File: src/rtl/fcis_pkg.sv
// ----------------------------------------------------------------------------
// fcis_pkg
// Types and constants shared by the id set front end, queue and engine.
// ----------------------------------------------------------------------------
package fcis_pkg;

  localparam int unsigned ID_W    = 32;
  localparam int unsigned CMD_W   = 2;
  localparam int unsigned COUNT_W = 5;

  typedef enum logic [CMD_W-1:0] {
    CMD_ADD    = 2'd0,
    CMD_DELETE = 2'd1,
    CMD_QUERY  = 2'd2,
    CMD_UNUSED = 2'd3
  } cmd_t;

  typedef enum logic [2:0] {
    OP_ADD,
    OP_DELETE,
    OP_QUERY,
    OP_BAD,
    OP_RESERVED
  } op_t;

  typedef enum logic [1:0] {
    BK_IDLE,
    BK_SCAN,
    BK_DECIDE,
    BK_MOVE
  } back_state_t;

  localparam logic STATUS_OK  = 1'b0;
  localparam logic STATUS_ERR = 1'b1;

  typedef struct packed {
    logic [CMD_W-1:0] cmd;
    logic [ID_W-1:0]  id_value;
  } set_in_t;

  typedef struct packed {
    logic               status;
    logic               found;
    logic [COUNT_W-1:0] count;
  } set_out_t;

  typedef struct packed {
    op_t             op;
    logic [ID_W-1:0] id_value;
  } work_t;

endpackage

File: src/rtl/fcis_front.sv
// ----------------------------------------------------------------------------
// fcis_front
// Holds the reserved id register and classifies each accepted command.
// ----------------------------------------------------------------------------
module fcis_front import fcis_pkg::*; (
  input  logic              clk,
  input  logic              rst,
  input  logic              start,
  input  set_in_t           item,
  input  logic              q_full,
  output logic              busy,
  output logic              push,
  output work_t             push_data,
  input  logic              cfg_valid,
  output logic              cfg_ready,
  input  logic [ID_W-1:0]   cfg_data
);

  logic [ID_W-1:0] reserved_id;

  assign cfg_ready = 1'b1;
  assign busy      = q_full;
  assign push      = start && !q_full;

  always_ff @(posedge clk) begin
    if (rst) begin
      reserved_id <= '1;
    end else if (cfg_valid && cfg_ready) begin
      reserved_id <= cfg_data;
    end
  end

  always_comb begin
    push_data.id_value = item.id_value;
    if (item.id_value == reserved_id) begin
      push_data.op = OP_RESERVED;
    end else begin
      case (cmd_t'(item.cmd))
        CMD_ADD:    push_data.op = OP_ADD;
        CMD_DELETE: push_data.op = OP_DELETE;
        CMD_QUERY:  push_data.op = OP_QUERY;
        default:    push_data.op = OP_BAD;
      endcase
    end
  end

endmodule

File: src/rtl/fcis_queue.sv
// ----------------------------------------------------------------------------
// fcis_queue
// Two-entry queue of classified commands between front end and engine.
// ----------------------------------------------------------------------------
module fcis_queue import fcis_pkg::*; (
  input  logic  clk,
  input  logic  rst,
  input  logic  push,
  input  work_t push_data,
  input  logic  pop,
  output work_t pop_data,
  output logic  empty,
  output logic  full
);

  work_t       slots [2];
  logic        wr_ptr;
  logic        rd_ptr;
  logic [1:0]  fill;

  assign empty    = (fill == 2'd0);
  assign full     = (fill == 2'd2);
  assign pop_data = slots[rd_ptr];

  always_ff @(posedge clk) begin
    if (push) begin
      slots[wr_ptr] <= push_data;
    end
  end

  always_ff @(posedge clk) begin
    if (rst) begin
      wr_ptr <= 1'b0;
      rd_ptr <= 1'b0;
      fill   <= 2'd0;
    end else begin
      if (push) begin
        wr_ptr <= !wr_ptr;
      end
      if (pop) begin
        rd_ptr <= !rd_ptr;
      end
      case ({push, pop})
        2'b10:   fill <= fill + 2'd1;
        2'b01:   fill <= fill - 2'd1;
        default: fill <= fill;
      endcase
    end
  end

endmodule

File: src/rtl/fcis_engine.sv
// ----------------------------------------------------------------------------
// fcis_engine
// Packed id store with count; scans the store one entry a cycle and commits.
// ----------------------------------------------------------------------------
module fcis_engine import fcis_pkg::*; #(
  parameter int unsigned CAPACITY = 16
) (
  input  logic     clk,
  input  logic     rst,
  input  logic     q_empty,
  input  work_t    q_data,
  output logic     pop,
  output logic     result_valid,
  output set_out_t result
);

  localparam int unsigned CW = $clog2(CAPACITY + 1);
  localparam int unsigned AW = (CAPACITY > 1) ? $clog2(CAPACITY) : 1;

  back_state_t     state;
  back_state_t     state_next;

  logic [ID_W-1:0] mem [CAPACITY];
  logic [ID_W-1:0] rdata;
  logic [AW-1:0]   raddr;
  logic [AW-1:0]   waddr;
  logic [ID_W-1:0] wdata;
  logic            mem_we;

  op_t             op;
  logic [ID_W-1:0] id_value;
  logic [CW-1:0]   held_count;
  logic [CW-1:0]   held_count_next;
  logic [CW-1:0]   cnt_m1;
  logic [CW-1:0]   idx;
  logic            issue;
  logic            rd_vld;
  logic [AW-1:0]   rd_idx;
  logic            hit;
  logic [AW-1:0]   pos;
  logic            is_full;

  logic            res_load;
  set_out_t        res_next;

  assign cnt_m1  = held_count - CW'(1);
  assign issue   = (state == BK_SCAN) && (idx < held_count);
  assign is_full = (held_count == CW'(CAPACITY));

  always_comb begin
    state_next = state;
    case (state)
      BK_IDLE: begin
        if (!q_empty && q_data.op != OP_RESERVED) begin
          state_next = BK_SCAN;
        end
      end
      BK_SCAN: begin
        if (!issue && !rd_vld) begin
          state_next = BK_DECIDE;
        end
      end
      BK_DECIDE: begin
        if (op == OP_DELETE && hit) begin
          state_next = BK_MOVE;
        end else begin
          state_next = BK_IDLE;
        end
      end
      BK_MOVE:   state_next = BK_IDLE;
      default:   state_next = BK_IDLE;
    endcase
  end

  always_comb begin
    pop             = 1'b0;
    mem_we          = 1'b0;
    waddr           = pos;
    wdata           = rdata;
    raddr           = cnt_m1[AW-1:0];
    held_count_next = held_count;
    res_load        = 1'b0;
    res_next.status = STATUS_ERR;
    res_next.found  = hit;
    case (state)
      BK_IDLE: begin
        pop = !q_empty;
        if (!q_empty && q_data.op == OP_RESERVED) begin
          res_load       = 1'b1;
          res_next.found = 1'b0;
        end
      end
      BK_SCAN: begin
        raddr = idx[AW-1:0];
      end
      BK_DECIDE: begin
        case (op)
          OP_ADD: begin
            res_load = 1'b1;
            if (!is_full && !hit) begin
              mem_we          = 1'b1;
              waddr           = held_count[AW-1:0];
              wdata           = id_value;
              held_count_next = held_count + CW'(1);
              res_next.status = STATUS_OK;
            end
          end
          OP_DELETE: begin
            res_load = !hit;
          end
          OP_QUERY: begin
            res_load        = 1'b1;
            res_next.status = STATUS_OK;
          end
          default: begin
            res_load = 1'b1;
          end
        endcase
      end
      BK_MOVE: begin
        mem_we          = 1'b1;
        held_count_next = cnt_m1;
        res_load        = 1'b1;
        res_next.status = STATUS_OK;
      end
      default: begin
      end
    endcase
    res_next.count = COUNT_W'(held_count_next);
  end

  always_ff @(posedge clk) begin
    if (mem_we) begin
      mem[waddr] <= wdata;
    end
    rdata <= mem[raddr];
  end

  always_ff @(posedge clk) begin
    if (state == BK_IDLE && !q_empty) begin
      op       <= q_data.op;
      id_value <= q_data.id_value;
      idx      <= '0;
      hit      <= 1'b0;
    end else if (state == BK_SCAN) begin
      if (issue) begin
        idx <= idx + CW'(1);
      end
      if (rd_vld && rdata == id_value) begin
        hit <= 1'b1;
        pos <= rd_idx;
      end
    end
    rd_idx <= idx[AW-1:0];
    if (res_load) begin
      result <= res_next;
    end
  end

  always_ff @(posedge clk) begin
    if (rst) begin
      state        <= BK_IDLE;
      held_count   <= '0;
      rd_vld       <= 1'b0;
      result_valid <= 1'b0;
    end else begin
      state        <= state_next;
      held_count   <= held_count_next;
      rd_vld       <= issue;
      result_valid <= res_load;
    end
  end

endmodule

File: src/rtl/fixed_capacity_id_set_top.sv
// ----------------------------------------------------------------------------
// fixed_capacity_id_set_top
// Unordered set of up to CAPACITY distinct 32-bit ids: add, delete, query.
// ----------------------------------------------------------------------------
// Commands: a transfer on item happens at a clock edge with start high and
// busy low. item.cmd is 0 add, 1 delete, 2 query; 3 is answered as a failed
// query. Every command gives exactly one result, shown on result for one
// cycle with result_valid high; the receiver cannot stall it.
// Config: cfg_data is the reserved id, written when cfg_valid and cfg_ready
// are high (cfg_ready is always high). Write it only while the block is idle.
// Timing: a two-entry queue decouples command intake from the engine. The
// engine reads the store one entry a cycle through its single read port, so
// a command occupies it for a scan over the held entries and a decide step,
// plus a move step for a delete that moves the last entry into the freed
// slot; a reserved id is answered from the idle state without a scan. The
// engine takes the next command only once it has given the last result.
// busy is high while the queue is full.
// Reset: the set is empty and the reserved id is all ones; store contents
// are not cleared, entries are only used below the count.
// ----------------------------------------------------------------------------
module fixed_capacity_id_set_top import fcis_pkg::*; #(
  parameter int unsigned CAPACITY = 16
) (
  input  logic            clk,
  input  logic            rst,
  input  logic            start,
  output logic            busy,
  input  set_in_t         item,
  output logic            result_valid,
  output set_out_t        result,
  input  logic            cfg_valid,
  output logic            cfg_ready,
  input  logic [ID_W-1:0] cfg_data
);

  logic  q_full;
  logic  q_empty;
  logic  push;
  logic  pop;
  work_t push_data;
  work_t q_data;

  fcis_front u_front (
    .clk       (clk),
    .rst       (rst),
    .start     (start),
    .item      (item),
    .q_full    (q_full),
    .busy      (busy),
    .push      (push),
    .push_data (push_data),
    .cfg_valid (cfg_valid),
    .cfg_ready (cfg_ready),
    .cfg_data  (cfg_data)
  );

  fcis_queue u_queue (
    .clk       (clk),
    .rst       (rst),
    .push      (push),
    .push_data (push_data),
    .pop       (pop),
    .pop_data  (q_data),
    .empty     (q_empty),
    .full      (q_full)
  );

  fcis_engine #(
    .CAPACITY (CAPACITY)
  ) u_engine (
    .clk          (clk),
    .rst          (rst),
    .q_empty      (q_empty),
    .q_data       (q_data),
    .pop          (pop),
    .result_valid (result_valid),
    .result       (result)
  );

endmodule

File: config.mk
export PLATFORM = sky130hd
export DESIGN_NAME = fixed_capacity_id_set_top
export DESIGN_NICKNAME = d
export VERILOG_FILES = /design/src/rtl/fcis_pkg.sv /design/src/rtl/fcis_front.sv /design/src/rtl/fcis_queue.sv /design/src/rtl/fcis_engine.sv /design/src/rtl/fixed_capacity_id_set_top.sv
export SDC_FILE = /design/constraint.sdc
export NUM_CORES = 1
export LEC_CHECK = 0
export ABC_AREA = 1
export BUFFER_PORTS_ARGS = -buffer_cell sky130_fd_sc_hd__buf_4
export CORE_MARGIN = 3
export CORE_UTILIZATION = 55
export DETAILED_ROUTE_END_ITERATION = 7
export PLACE_DENSITY = 0.72
export RECOVER_POWER = 100
export SYNTH_ARGS = -nofsm -noshare
export SYNTH_HDL_FRONTEND = slang
export SYNTH_SLANG_ARGS = --single-unit
File: constraint.sdc
create_clock -name clk -period 7.9 [get_ports clk]
set_input_delay 0.395 -clock clk [delete_from_list [all_inputs] [get_ports clk]]
set_output_delay 0.395 -clock clk [all_outputs]
set_load 0.05 [all_outputs]
-- Yosys cells after proc, flatten, opt, wreduce, memory -nomap -nowiden
Memories as Yosys holds them, arrays and structs flattened. A register that Yosys moved wholly into a read port is not among the register bits.
Cells that the tools add are included.
- $add $sub $neg: 5
- $lt $le $gt $ge: 1
- eq/ne operators: 17
- muxes and demuxes: 35
- bitwise gates (word level): 1
- reductions and logical operators: 26
- operators by type and width (cell ; count):
    $mux W32 ; 3
    $eq A32 B32 Y1 ; 2
    $mux W4 ; 4
    $mux W1 ; 14
    $add A5 B1 Y5 const B ; 2
    $eq A2 B2 Y1 const B ; 5
    $mux W5 ; 2
    $pmux W5 S2 ; 1
    $logic_and A1 B1 Y1 ; 9
    $logic_not A1 Y1 ; 8
    $pmux W2 S4 ; 1
    $eq A2 B1 Y1 const B ; 3
    $logic_not A2 Y1 ; 3
    $mux W2 ; 3
    $pmux W1 S2 ; 3
    $pmux W2 S3 ; 1
    $reduce_and A2 Y1 ; 3
    $eq A5 B5 Y1 const B ; 1
    $lt A5 B5 Y1 ; 1
    $sub A5 B1 Y5 const B ; 1
    $pmux W2 S2 ; 1
    $eq A3 B1 Y1 const B ; 1
    $eq A3 B2 Y1 const B ; 1
    $eq A3 B3 Y1 const B ; 1
    other kinds (11) ; 11
- bits in registers: 101
- RAM bits: 582
- input bits: 70
- output and inout bits: 10
- word-level logic and storage cells: 104
- memories kept: 2
- memories (name ; words ; width ; rd ports ; clocked after Yosys merged registers in ; write ports ; RTL line ; source):
    u_engine.mem ; 16 ; 32 ; 1 ; 1 ; 1 ; fcis_engine.sv:23 ; logic [ID_W-1:0] mem [CAPACITY];
    u_queue.slots ; 2 ; 35 ; 1 ; 1 ; 1 ; fcis_queue.sv:16 ; work_t slots [2];

-- Longest topological paths before layout
Gate-level depths: netlist of the first run.
- depth in word-level cells: 8
- depth in mapped cells: 12
- mapped depth without buffers: 12

-- Hierarchy
A second synthesis of the first run with hierarchy kept.
- cells, all modules: 2889
- area, all modules: 30495.5 um2
- by module, submodules not included (module ; instances ; cells each ; area each (um2) ; sequential area each (um2)):
    fcis_engine ; 1 ; 2416 ; 25612.1 ; 17777.0
    fcis_queue ; 1 ; 142 ; 2905.3 ; 2202.1
    fcis_front ; 1 ; 331 ; 1978.1 ; 640.6

-- Worst setup path after synthesis of the first run
No wires, ideal clock.
- path kind: reg2reg
- from: register u_engine.held_count[0]
- to: memory u_engine.mem[1][0] (enable)
- setup time: 421 ps
- data arrival time: 3087 ps
- data required time: 7479 ps
- path slack: 4392 ps
- stages on the path, launching flop included: 11
- buffers on the path: 1
- clock period less this slack: 3508 ps
- path through: dfxtp_1 inv_1 ha_1 nand3_1 nand2_1 nor2_4 nand2_2 buf_6 o21ai_0 nand3_1 nor2_1
- word-level cells in the longest chain between the ends: 8
- elaborated cells on any way between the ends: 11
- classes of those cells: 1 x eq/ne; 8 x mux; 2 x reduce/logical
- RTL lines (element ; RTL line ; source):
    start, declared ; fcis_engine.sv:32 ; logic [CW-1:0] held_count;
    start signal, assigned ; fcis_engine.sv:168 ; held_count <= held_count_next;
    $eq A5 B5 Y1 ; fcis_engine.sv:48 ; assign is_full = (held_count == CW'(CAPACITY));
    $logic_not A1 Y1 ; fcis_engine.sv:100 ; if (!is_full && !hit) begin
    $logic_and A1 B1 Y1 ; fcis_engine.sv:100 ;
    $mux W1 ; fcis_engine.sv:100 ;
    $mux W1 ; fcis_engine.sv:97 ; case (op)
    $pmux W1 S2 ; fcis_engine.sv:85 ; case (state)
    $mux W1 ; fcis_engine.sv:133 ; if (mem_we) begin
    $mux W1 (implied by the code) ; fcis_engine.sv:134 ; mem[waddr] <= wdata;
    end, declared ; fcis_engine.sv:23 ;
Several ways; a longest one is shown, not always the timed one.

-- Final worst setup path of the first run
- from: register u_engine.held_count[0]
- to: register u_engine.rdata[8] (read register of u_engine.mem)
- word-level cells in the longest chain between the ends: 2
- RTL lines (element ; RTL line ; source):
    $sub A5 B1 Y5 ; fcis_engine.sv:46 ; assign cnt_m1 = held_count - CW'(1);
    $mux W4 ; fcis_engine.sv:85 ;
    end, declared ; fcis_engine.sv:24 ; logic [ID_W-1:0] rdata;
No other way between the ends.
A chain may end at the register's enable or synchronous reset.

==> reports/qor.yml, run 1 <==
io_pins: 80
fin_hold_ws_ps: 27.7
finalHoldViolCount: 0
synth_nets: 2709
finClkSkew_ps: 18.5
ys_top_cells_by_area: "edfxtp_1 64%, nand2_1 10%, dfxtp_1 6.0%"
cts_tree: "done"
grt_max_degree: 170
rows: 84
drt-total-wl_mm: 66.7
violations: "capacitance limit, slew limit"
first_global_vias: 18595
met1_length_mm: 28.0
cts_buffers: 71
ys_ff_latch: 716
cp.required_ps: 8360
synth-seq-area-share_pct: 70.1
synth_top_area_share_pct: 64.1
drc: 0
finalMaxSlewViolations: 398
clkTransAtPathRegs_ps: 60
syn2layout_area_growth_pct: 12.1
finish.utilization_pct: 62.5
crit-reg2reg-capture: "u_engine.rdata[8]$_DFF_P_"
drtIter0Drc: 2018
antenna_found_initial: 0
layout_common_cells: "818 x nand2_1, 628 x edfxtp_1, 277 x nand3_1"
synth_cell_types: 35
crit_fanout: 38
rsz0062_at_grt: "false"
status: "finished, violations left"
relSlewSlack_pct: -88.8
setup-tns-final_ps: 0
grt-ovfl-total: 0
hpwlAfterDp_mm: 38.0
p_per_area_nw_per_um2: 359
core-area_um2: 52800
cts_setup_buffers: 0
die_y_um: 237
place.gp.congestion: 0.888
cts_sinks: 716
clock_insertion_delay_worst_skew_ps: 580
hold_path_end: "u_front.reserved_id[26]$_SDFFE_PP1P_"
leakage_nw: 12.7
diodes: 0
ant_nets: 0
synthCells: 2631
worst_hold_path_type: "input port to flop"
root_buffer: "clkbuf_16"
final.min_clock_period_ps: 5800
drv_cap: 14
port_buffers: 78
syn_area_per_cell_um2: 11.2
cts_resized: 0
syn-cell-area_um2: 29400
cts.path.max_buffers: 3
rrSetupSlack_ps: 2100
first_pass_iters: 5
fmax_ghz: 0.172
top_layer: "met4"
fin_crit_sh_pct: 73.4
design_power_total_mw: 11.8
vias: 19286
die-area_um2: 56300
start_util_pct: 55.8
r2r-start: "u_engine.held_count[0]$_SDFF_PP0_"
nNetsFinal: 2794
netlist.top_cell.by_area: "edfxtp_1"
layout-drive-gt1-share_pct: 7.76
wl_met3_mm: 5.38
wl_met2_mm: 31.3
crit_type: "flop to flop"
finalSetupViolCount: 0
cp.arrival_ps: 6260
ys_warn_count: 0
crit_path_end_kind: "flop"
wl_per_cell_um: 19.3
layout_commonest_cell: "nand2_1"
htree_num_levels: 3
holdPathStages: 3
ir_worst_vdd_mv: 0.231
min_from: "cfg_data[26]"
via_per_inst: 5.58
track_usage_pct: 23.8
die_w_um: 237
tightest_slew_ps: 2820
reg2regPathDepth: 10
grt_pass1_wl_mm: 104
worst_setup_path_start_kind: "flop"
==> worst max path at each step <==
stage,from,end,slack (ps)
6_report,u_engine.held_count[0]$_SDFF_PP0_,u_engine.rdata[8]$_DFF_P_,2100
5_1_grt,u_engine.held_count[0]$_SDFF_PP0_,u_engine.rdata[7]$_DFF_P_,1820
4_1_cts,u_engine.held_count[0]$_SDFF_PP0_,u_engine.mem[8][29]$_DFFE_PP_,3920
3_5_place_dp,u_engine.held_count[0]$_SDFF_PP0_,u_engine.mem[8][29]$_DFFE_PP_,3960
3_3_place_gp,u_engine.held_count[0]$_SDFF_PP0_,u_engine.mem[8][25]$_DFFE_PP_,4150
2_1_floorplan,u_engine.held_count[0]$_SDFF_PP0_,u_engine.mem[1][0]$_DFFE_PP_,4390
==> flip-flops by register name, indices dropped and copies added (netlist names), 5 cells and up, named ones only <==
name / cells
u_engine.idx: 5
u_engine.rdata: 32
u_engine.held_count: 5
u_front.reserved_id: 32
u_queue.slots: 70
u_engine.result: 7
u_engine.id_value: 32
u_engine.mem: 512
==> power breakdown <==
part	leakage [nW]	switching (mW)	internal (mW)
logic	5.13	2.46	0.906
clock network	1.14	1.33	1.96
registers	6.43	0.260	4.93
==> cells by family (layout without fill, tap and decap cells) <==
kind of cell,after synthesis,in the layout,share of synthesized area (%)
mux,32,32,1.22
fa+ha+maj,8,8,0.340
xor+xnor,41,41,1.22
buf+inv,379,517,5.38
flops,716,716,70.1
simple gates,1241,1241,17.3
compound gates,213,213,4.51
other cells,1,1,0.0127
==> worst max-delay path: stages (launching register included) <==
cell      delay [ps]
dfxtp_1          420
inv_1            140
ha_1             260
xnor2_1          320
o21ai_4           80
clkbuf_1         810
inv_1           1240
clkbuf_1        1730
nand3_1          340
nand3_1          210
nand2_1           70
==> metal layers <==
layer,up-vias,track usage (%)
met3,135,3.16
met1,9209,34.0
met5,-,0
li1,9075,-
met4,0,8.65
met2,867,38.1
==> per-stage QoR <==
stage               area, um2  instances  setup slack (ps)
floorplan               29400       2631              4390
CTS                     33200       3457              3920
detailed placement      30700       3308              3960
finish                  33000       3457              2100
global route            33000       3457              1820
global placement        30700       3308              4150
==> Yosys cell counts <==
master	count
xnor2_1	28
and2_1	1
nor3_1	9
inv_1	250
nor2_2	1
nor2_1	122
clkinv_1	1
edfxtp_1	628
ha_1	8
buf_1	8
buf_6	1
o21ai_2	1
mux2_2	32
nand2_2	3
conb_1	1
o21ai_0	79
dfxtp_1	88
o211ai_1	98
buf_2	57
or2_2	4
nand2_1	816
nand3_1	277
nor2_4	3
xor2_1	13
inv_2	4
a21oi_1	27
nand4_1	4
clkbuf_1	36
a31oi_1	1
o22ai_1	1
o21ai_1	2
a32oi_1	1
nand2_4	1
a211oi_1	3
buf_4	22
==> final cells by class <==
class                   instances  area, um2
fillers                      4009      19800
clock buffers                  99       2080
multi-input cells            1536       7390
repair buffers                136        857
clock inverters                27        221
flip-flops and latches        716      20600
inverters                     255        958
well taps                     688        861
==> timing repair <==
| action | in CTS | in global routing |
|---|---|---|
| setup endpoints to repair | 0 | 0 |
| endpoints found under the hold margin | 42 | 0 |
| hold buffers | 23 | 0 |
No activity file was read; power rests on OpenSTA's default activity.
==> run 2: changes to the inputs <==
--- a/config.mk
+++ b/config.mk
@@ -10,7 +10,7 @@
 export CORE_MARGIN = 3
 export CORE_UTILIZATION = 55
 export DETAILED_ROUTE_END_ITERATION = 7
-export PLACE_DENSITY = 0.72
+export PLACE_DENSITY = 0.74
 export RECOVER_POWER = 100
 export SYNTH_ARGS = -nofsm -noshare
 export SYNTH_HDL_FRONTEND = slang
==> constraint.sdc (replaced) <==
create_clock -name clk -period 5.2 [get_ports clk]
set_input_delay 0.26 -clock clk [delete_from_list [all_inputs] [get_ports clk]]
set_output_delay 0.26 -clock clk [all_outputs]
set_load 0.05 [all_outputs]
==> reports/qor.yml, run 2 (synthesis gave the netlist of run 1 again) <==
status: "finished, violations left"
violations: "capacitance limit, slew limit"
holdPathStages: 3  # unchanged
largest_register_ffs: 512  # unchanged
worstSetupStartpoint: "u_engine.held_count[0]$_SDFF_PP0_"
vias: 19757  # +2.4%
fmax_ghz: 0.227  # +32%
seqPwrFrac_pct: 42.8  # -1.0 points
clock_insertion_delay_worst_skew_ps: 610  # +30 ps
regMostFlops: "u_engine.mem"
track_usage_pct: 24.8  # +1.0 points
setup-tns-final_ps: 0  # unchanged
finalSetupViolCount: 0  # unchanged
die_y_um: 237  # unchanged
layout-drive-gt1-share_pct: 7.90  # +0.13 points
worst_hold_path_type: "input port to flop"
critical_path.max_stage_delay_ps: 660  # -1070 ps
reg_top3: "u_engine.mem x512, u_queue.slots x70"
rsz0062_at_grt: "false"
drv_cap: 8  # -6
finalMaxSlewViolations: 376  # -5.5%
reg2regPathDepth: 10  # unchanged
cts_buffers: 72  # +1.4%
die-area_um2: 56300  # unchanged
first_pass_iters: 6  # +1
final.min_clock_period_ps: 4400  # -1400 ps
fin_ws_ps: 802  # -1300 ps
first_global_vias: 19723  # +6.1%
finalHoldViolCount: 0  # unchanged
antenna_found_initial: 0  # unchanged
drtIter0Drc: 1983  # -1.7%
layout_commonest_cell: "nand2_1"
crit_buf_inv: 2  # -2
cell_internal_pwr_mw: 12.1  # +55%
leakage_nw: 13.0  # +2.2%
ant_nets: 0  # unchanged
die_w_um: 237  # unchanged
worstSetupPathDepth: 10  # unchanged
switchingPower_mw: 6.28  # +55%
via_per_inst: 5.63  # +0.87%
rows: 84  # unchanged
htree_num_levels: 3  # unchanged
nNetsFinal: 2842  # +1.7%
combPwrFrac_pct: 28.3  # about the same
cp.required_ps: 5480  # -2880 ps
p_per_area_nw_per_um2: 545  # +52%
switching_share_pct: 34.2  # +0.065 points
min_from: "item[33]"
finClkSkew_ps: 29.1  # +10.6 ps
syn2layout_area_growth_pct: 14.4
port_buffers: 78  # unchanged
wl_per_cell_um: 19.8  # +2.6%
detailedPlace.worstSlack_ps: 1480  # -2480 ps
cts_tree: "done"
place.gp.congestion: 0.886  # -0.23%
cp.arrival_ps: 4680  # -1580 ps
ir_worst_vdd_mv: 0.419  # +81%
path_cells: "inv_1 -> ha_1 -> nand3_1 -> nand2_1 -> nor2_1 -> nand2_1 -> o21ai_0 -> nand3_1 -> nor2_4 -> buf_4"
diodes: 0  # unchanged
critPathSlowestCell: "o21ai_0"
critical-path-top-delay-family: "simple AND/OR/NAND/NOR gates"
tightest_slew_ps: 2850  # +27.7 ps
fin_crit_sh_pct: 84.6  # +11 points
clock_power_share_pct: 28.8  # +1.0 points
grt_pass1_wl_mm: 108  # +4.0%
clkTransAtPathRegs_ps: 60  # about the same
grt-ovfl-total: 0  # unchanged
cts_setup_buffers: 0  # unchanged
cts.path.max_buffers: 3  # unchanged
fillers: 3812  # -4.9%
worst_setup_path_start_kind: "flop"
root_buffer: "clkbuf_16"
cts_sinks: 716  # unchanged
crit_path_end_kind: "flop"
io_pins: 80  # unchanged
start_util_pct: 55.8  # unchanged
design_power_total_mw: 18.3  # +55%
r2r-start: "u_engine.held_count[0]$_SDFF_PP0_"
drt-total-wl_mm: 69.5  # +4.2%
grt_max_degree: 159  # -6.5%
core-area_um2: 52800  # unchanged
layout_common_cells: "818 x nand2_1, 628 x edfxtp_1, 277 x nand3_1"
crit_type: "flop to flop"
drc: 0  # unchanged
crit_fanout: 20  # -47%
relSlewSlack_pct: -90.6  # -1.9 points
hpwlAfterDp_mm: 38.5  # +1.4%
-- run 2: cell types whose count changed in the layout (fill, tap and decap cells not counted), sizes merged --
cell         delta
buf             +3
bufinv          +2
clkbuf          +8
clkinv          -6
clkinvlp        +1
dlygate4sd3    +43
inv             +3
-- run 2: per-layer routing --
layer  GRT usage (%)  routed length (um)  vias up  part of all wire, %
met1            32.6               27600     9405                   40
met5               0                   0        -                    0
met3            5.00                6290      205                  9.1
met2            40.7               33000      971                   48
met4            10.7                2640        0                  3.8
li1                -                   -     9176                    -
-- run 2: timing repair --
| action | 4_1_cts | 5_1_grt |
|---|---|---|
| hold buffers | 66 | 0 |
| hold endpoints to repair | 106 | 0 |
| resized for setup | 0 | 0 |
-- run 2: area by class of cell --
class                      count  area (um2)  area share, %
clock inverter                27         295          0.877
inverter                     255         958           2.85
tap                          688         861           2.56
multi-input combinational   1536        7380           21.9
timing repair buffer         183        1420           4.20
clock buffer                 106        2140           6.35
sequential                   716       20600           61.2
-- run 2: worst register-to-register path, stage by stage, from the launching register on --
cell and delay, ps:
dfxtp_1 410, inv_1 140, ha_1 270, nand3_1 160, nand2_1 90, nor2_1 350
nand2_1 650, o21ai_0 660, nand3_1 310, nor2_4 610, buf_4 420
-- run 2: power by group through the flow --
stage / Combinational, mW / Sequential [mW] / Clock, mW
floorplan: 3.56 / 7.81 / 0
global placement: 5.02 / 7.92 / 0
detailed placement: 5.17 / 7.93 / 0
CTS: 5.25 / 7.82 / 5.35
global route: 5.75 / 7.90 / 5.58
finish: 5.20 / 7.86 / 5.29
-- run 2: metrics by stage --
stage	cells	utilization (%)	hold slack, ps	instance area (um2)
after floorplan	2631	-	359	29400
after global placement	3312	58.5	386	30800
after detailed placement	3312	58.5	391	30800
after CTS	3511	64.3	4.02	33900
after global routing	3511	63.8	19.6	33700
final	3511	63.8	30.9	33700
-- run 2: final timing paths --
path	endpoint	slack, ps
setup reg to reg	u_engine.mem[6][29]$_DFFE_PP_	800
setup / recovery	u_engine.mem[6][29]$_DFFE_PP_	800
hold reg to reg	u_engine.pos[1]$_DFFE_PP_	400
hold / removal	u_queue.slots[1][33]$_DFFE_PP_	30
